==> src/rtl/fenwick_tree_prefix_sum_assert.svh <==
// Assertion macros shared by the prefix-sum tree modules
`ifndef FENWICK_TREE_PREFIX_SUM_ASSERT_SVH
`define FENWICK_TREE_PREFIX_SUM_ASSERT_SVH

// Same-cycle implication, checked out of reset
`define FTPS_ASSERT_IMP(lbl, clk, rst_n, ante, cons) \
  lbl: assert property (@(posedge clk) disable iff (!rst_n) (ante) |-> (cons)) \
    else $error("implication check failed");

// Next-cycle implication, checked out of reset
`define FTPS_ASSERT_NXT(lbl, clk, rst_n, ante, cons) \
  lbl: assert property (@(posedge clk) disable iff (!rst_n) (ante) |=> (cons)) \
    else $error("next-cycle check failed");

`endif

==> src/rtl/ftps_pkg.sv <==
// Shared types and constants for the prefix-sum tree
package ftps_pkg;

  localparam int SIZE_W = 11;
  localparam int POS_W = 11;
  localparam int DELTA_W = 32;
  localparam int SUM_W = 64;
  localparam logic [SIZE_W-1:0] SIZE_RESET = 11'd1024;

  localparam logic FUNC_ADD = 1'b0;
  localparam logic FUNC_QUERY = 1'b1;

  typedef enum logic [1:0] {
    ST_CLEAR,
    ST_IDLE,
    ST_WALK,
    ST_EXEC
  } state_e;

  typedef struct packed {
    logic clear;
    logic load;
    logic rd;
    logic exec;
    logic emit;
  } ctrl_cmd_t;

  typedef struct packed {
    logic clr_last;
    logic walk_done;
    logic is_query;
  } dp_status_t;

endpackage

==> src/rtl/ftps_ctrl.sv <==
// Sequencer for clearing, update climbs and query descents
module ftps_ctrl (
  input  logic                  clk_i,
  input  logic                  rst_ni,
  input  logic                  start,
  output logic                  busy,
  input  ftps_pkg::dp_status_t  status_i,
  output ftps_pkg::ctrl_cmd_t   cmd_o
);

  ftps_pkg::state_e state_q, state_d;

  always_ff @(posedge clk_i or negedge rst_ni) begin
    if (!rst_ni) begin
      state_q <= ftps_pkg::ST_CLEAR;
    end else begin
      state_q <= state_d;
    end
  end

  always_comb begin
    state_d = state_q;
    cmd_o = '0;
    busy = 1'b1;
    case (state_q)
      ftps_pkg::ST_CLEAR: begin
        cmd_o.clear = 1'b1;
        if (status_i.clr_last) begin
          state_d = ftps_pkg::ST_IDLE;
        end
      end
      ftps_pkg::ST_IDLE: begin
        busy = 1'b0;
        if (start) begin
          cmd_o.load = 1'b1;
          state_d = ftps_pkg::ST_WALK;
        end
      end
      ftps_pkg::ST_WALK: begin
        if (status_i.walk_done) begin
          cmd_o.emit = status_i.is_query;
          state_d = ftps_pkg::ST_IDLE;
        end else begin
          cmd_o.rd = 1'b1;
          state_d = ftps_pkg::ST_EXEC;
        end
      end
      ftps_pkg::ST_EXEC: begin
        cmd_o.exec = 1'b1;
        state_d = ftps_pkg::ST_WALK;
      end
      default: begin
        state_d = ftps_pkg::ST_IDLE;
      end
    endcase
  end

`include "fenwick_tree_prefix_sum_assert.svh"

  `FTPS_ASSERT_NXT(a_exec_after_read, clk_i, rst_ni, state_q == ftps_pkg::ST_EXEC, state_q == ftps_pkg::ST_WALK)
  `FTPS_ASSERT_IMP(a_exec_from_walk, clk_i, rst_ni, state_q == ftps_pkg::ST_EXEC, $past(cmd_o.rd))
  `FTPS_ASSERT_IMP(a_idle_not_busy, clk_i, rst_ni, cmd_o.load, !busy && start)

endmodule

==> config.mk <==
export PLATFORM = sky130hd
export DESIGN_NAME = ftps_ctrl
export DESIGN_NICKNAME = d
export VERILOG_FILES = /design/src/rtl/ftps_pkg.sv /design/src/rtl/ftps_ctrl.sv
export VERILOG_INCLUDE_DIRS = /design/src /design/src/rtl
export SDC_FILE = /design/constraint.sdc
export NUM_CORES = 1
export LEC_CHECK = 0
export BUFFER_PORTS_ARGS = -buffer_cell sky130_fd_sc_hd__clkbuf_2
export CORE_AREA = 2 2 39 41
export DETAILED_ROUTE_END_ITERATION = 7
export DIE_AREA = 0 0 41 43
export PLACE_DENSITY_LB_ADDON = 0.05
export SETUP_SLACK_MARGIN = 0.15
export SLEW_MARGIN = 20
export SYNTH_ARGS = -nofsm -noshare
export SYNTH_HDL_FRONTEND = slang
export SYNTH_SLANG_ARGS = --single-unit
==> constraint.sdc <==
create_clock -name clk_i -period 1 [get_ports clk_i]
set_input_delay 0.25 -clock clk_i [delete_from_list [all_inputs] [get_ports clk_i]]
set_output_delay 0.25 -clock clk_i [all_outputs]
set_load 0.02 [all_outputs]
# Word-level counts from Yosys, hierarchy flattened
# Cells that the tools add are included.
[op_classes]
addsub = 0
mul = 0
div = 0
n_lt_le_gt_ge = 0
n_eq_ne = 5
n_shift = 0
mux = 13
bitwise = 0
n_reduce_logical = 2
[op_table]
columns = ["op", "count"]
rows = [
  ["two-way mux 1 bit", 9],
  ["one-hot mux 2 bit (4 select lines)", 1],
  ["two-way mux 2 bit", 3],
  ["== test 2 bit, second input constant", 2],
  ["inequality test 2 bit, second input constant", 2],
  ["== test 2 x 1 -> 1 bit, second input constant", 1],
  ["zero test 2 bit", 1],
  ["AND reduction 2 bit", 1],
]
[word_totals]
register_bits = 2
latchBits = 0
ram_bits = 0
romBits = 0
input_bits = 6
out_inout_bits = 6
word_cells = 21
mem_count = 0

# Logic depth before layout (Yosys ltp)
[depth]
ltp_word = 3
depth_mapped = 2
ltp_nobuf = 2

# Least setup slack after synthesis
# No wires, ideal clock.
[synth_timing]
path_type = "reg2out"
startpoint = "register state_q[0]"
endpoint = "output cmd_o[2] (netlist name)"
t_arrival_ns = 0.934
t_required_ns = 0.750
slack_ns = -0.184
path_stages_with_launch = 2
path_buffers = 0
cell_sequence = "dfrtp_1 > nor3_1"
[synth_rtl]
columns = ["element", "line_no", "source"]
rows = [
  ["start: declaration", "ftps_ctrl.sv:11", "ftps_pkg::state_e state_q, state_d;"],
  ["start signal: assignment", "ftps_ctrl.sv:15", "state_q <= ftps_pkg::ST_CLEAR;"],
  ["start signal: assignment", "ftps_ctrl.sv:17", "state_q <= state_d;"],
  ["end: declaration", "ftps_ctrl.sv:8", "output ftps_pkg::ctrl_cmd_t cmd_o"],
]

==> results.json <==
{
  "drt_wl_total_um": 432,
  "layout_common_cells": "5 x clkbuf_2, 4 x buf_6, 3 x clkbuf_4, 3 x clkbuf_8",
  "maxSlewHeadroom": 0.867,
  "period_needed_ns": 1.31,
  "grt_pass1_vias": 174,
  "fp.dieW_um": 41,
  "fin_skew_ns": 0.00473,
  "synth_nets": 19,
  "reg2reg_depth": 2,
  "pre_cts_ws_ns": -0.122,
  "rows": 14,
  "fin_ws_ns": -0.309,
  "top_register": "state_q",
  "numCtsBuffers": 3,
  "initial_core_util": 0.0814,
  "crit_end": "cmd_o[3]",
  "clockBufferDepth": 2,
  "reg2reg_from": "state_q[0]",
  "wl_met2_um": 240,
  "grt_setup_unrepaired": "true",
  "fin_nets": 40,
  "yosysSeqAreaShare": 0.444,
  "layout-drive-gt1-share": 0.818,
  "timing.rr.end": "state_q[0]",
  "violations": "negative setup slack",
  "final_common_cell": "clkbuf_2",
  "crit_fanout": 5,
  "cp.arrival_ns": 1.06,
  "setup-violations-final": 7,
  "status": "finished, violations left",
  "grt_overflow": 0,
  "clk_pin_slew_worst_paths_ns": 0.04,
  "leakage_uw": 0.000158,
  "tightest_slew_ns": 0.200,
  "drc": 0,
  "die_h_um": 43,
  "peakVddDrop_mv": 0.676,
  "multiInputGateArea_um2": 96.3,
  "clock_sinks": 2,
  "io_pins": 12,
  "dr_wl_met3_um": 50,
  "syn_area_um2": 113,
  "core_um2": 1380,
  "num_antenna_cells": 0,
  "final_antenna_net_count": 0,
  "drtIter0Drc": 0,
  "p_per_area_nw_per_um2": 3310,
  "regArea_um2": 52.6,
  "hold_viol_final": 0,
  "clkLatencyLatePin_ns": 0.24,
  "holdWs_ns": 0.236,
  "area_growth_pct": 213,
  "max_freq_mhz": 764,
  "r2r_slack_ns": -0.05,
  "end_kind": "output pin",
  "holdCritPathClass": "in -> reg",
  "crit_required_ns": 0.75,
  "worstSetupPathType": "reg -> out",
  "yosysUniqueCellTypes": 11,
  "synthCells": 13,
  "cp-start-kind": "flip-flop",
  "die_area_um2": 1760,
  "grt_pass1_wl_um": 662,
  "fill_cells": 152,
  "slew_viol_final": 0,
  "place_congestion": 0.546,
  "portBuffers": 11,
  "wl_per_cell_um": 8.82,
  "finalCritPeriodShare": 1.31,
  "total_power_uw": 1170,
  "first_pass_iters": 1,
  "via_per_inst": 3.47,
  "clock-root-buffer": "clkbuf_4",
  "yosysWarningCount": 0,
  "worstSetupStartpoint": "state_q[1]",
  "reg.largest.list": "state_q (2)",
  "setup_tns_ns": -1.76,
  "synth.avg_cell_area_um2": 8.66,
  "grt_antenna_before_repair": 0,
  "yosys_register_bits": 2,
  "grt_usage": 0.0673,
  "vias": 170,
  "top_layer": "met4",
  "cts_tree": "done",
  "grt_max_degree": 8,
  "drv_cap": 0,
  "htree_levels": 1,
  "met1_length_um": 134,
  "largest_reg_flops": 2
}
## cell type report
class                   count  area share
multi-input cells          10       0.273
well taps                  16      0.0567
repair buffers             16       0.429
inverters                   1      0.0177
flip-flops and latches      2       0.149
clock buffers               4      0.0745
## cells by family after synthesis
logic type,after synthesis,synth area share
compound gates,3,0.167
buf+inv,1,0.0333
flops,2,0.444
simple gates,7,0.356
## how the worst min path moves through the flow
stage                 end  cells after the start         from
3_3_place_gp   state_q[1]                      1       rst_ni
5_1_grt        state_q[0]                      2  status_i[2]
2_1_floorplan  state_q[0]                      0       rst_ni
3_5_place_dp   state_q[1]                      1       rst_ni
4_1_cts        state_q[0]                      2  status_i[2]
6_report       state_q[0]                      2  status_i[2]
## report_power, final
part	total, µW	switching, µW	internal (µW)
combinational	724	313	411
sequential	231	99.8	131
clock	213	63.7	149
total	1170	476	692
## critical path: stages (launching register included)
cell,delay [ns]
dfrtp_2,0.43
inv_4,0.10
and3_4,0.19
buf_8,0.10
## synth_stat cells
master,instances,area (µm²)
and2_2,1,7.51
inv_1,1,3.75
nor3_1,1,5.00
o31a_1,1,8.76
o21ai_1,1,5.00
nand2_1,2,7.51
dfrtp_1,2,50.1
o21ai_0,1,5.00
nor2_1,1,3.75
nor3_2,1,10.0
and3_1,1,6.26
## repair_timing
action | in CTS | in global routing
setup endpoints to repair | 8 | 8
hold buffers | 1 | 0
endpoints found under the hold margin | 2 | 0
pin swaps | 2 | 1
resized for setup | 8 | 14
setup buffers | 0 | 0
## routing by layer
| layer | track usage | vias up |
|---|---|---|
| li1 | - | 84 |
| met1 | 0.0579 | 75 |
| met2 | 0.0719 | 9 |
| met3 | 0.0419 | 2 |
| met4 | 0.120 | 0 |
| met5 | 0 | - |
## through the flow
step | area (µm²) | std cells | util
after floorplan | 139 | 13 | -
after detailed placement | 244 | 44 | 0.176
final | 353 | 49 | 0.255
after global routing | 353 | 49 | 0.255
after global placement | 244 | 44 | 0.176
after CTS | 315 | 49 | 0.228
Power figures use the tool's default switching activity.
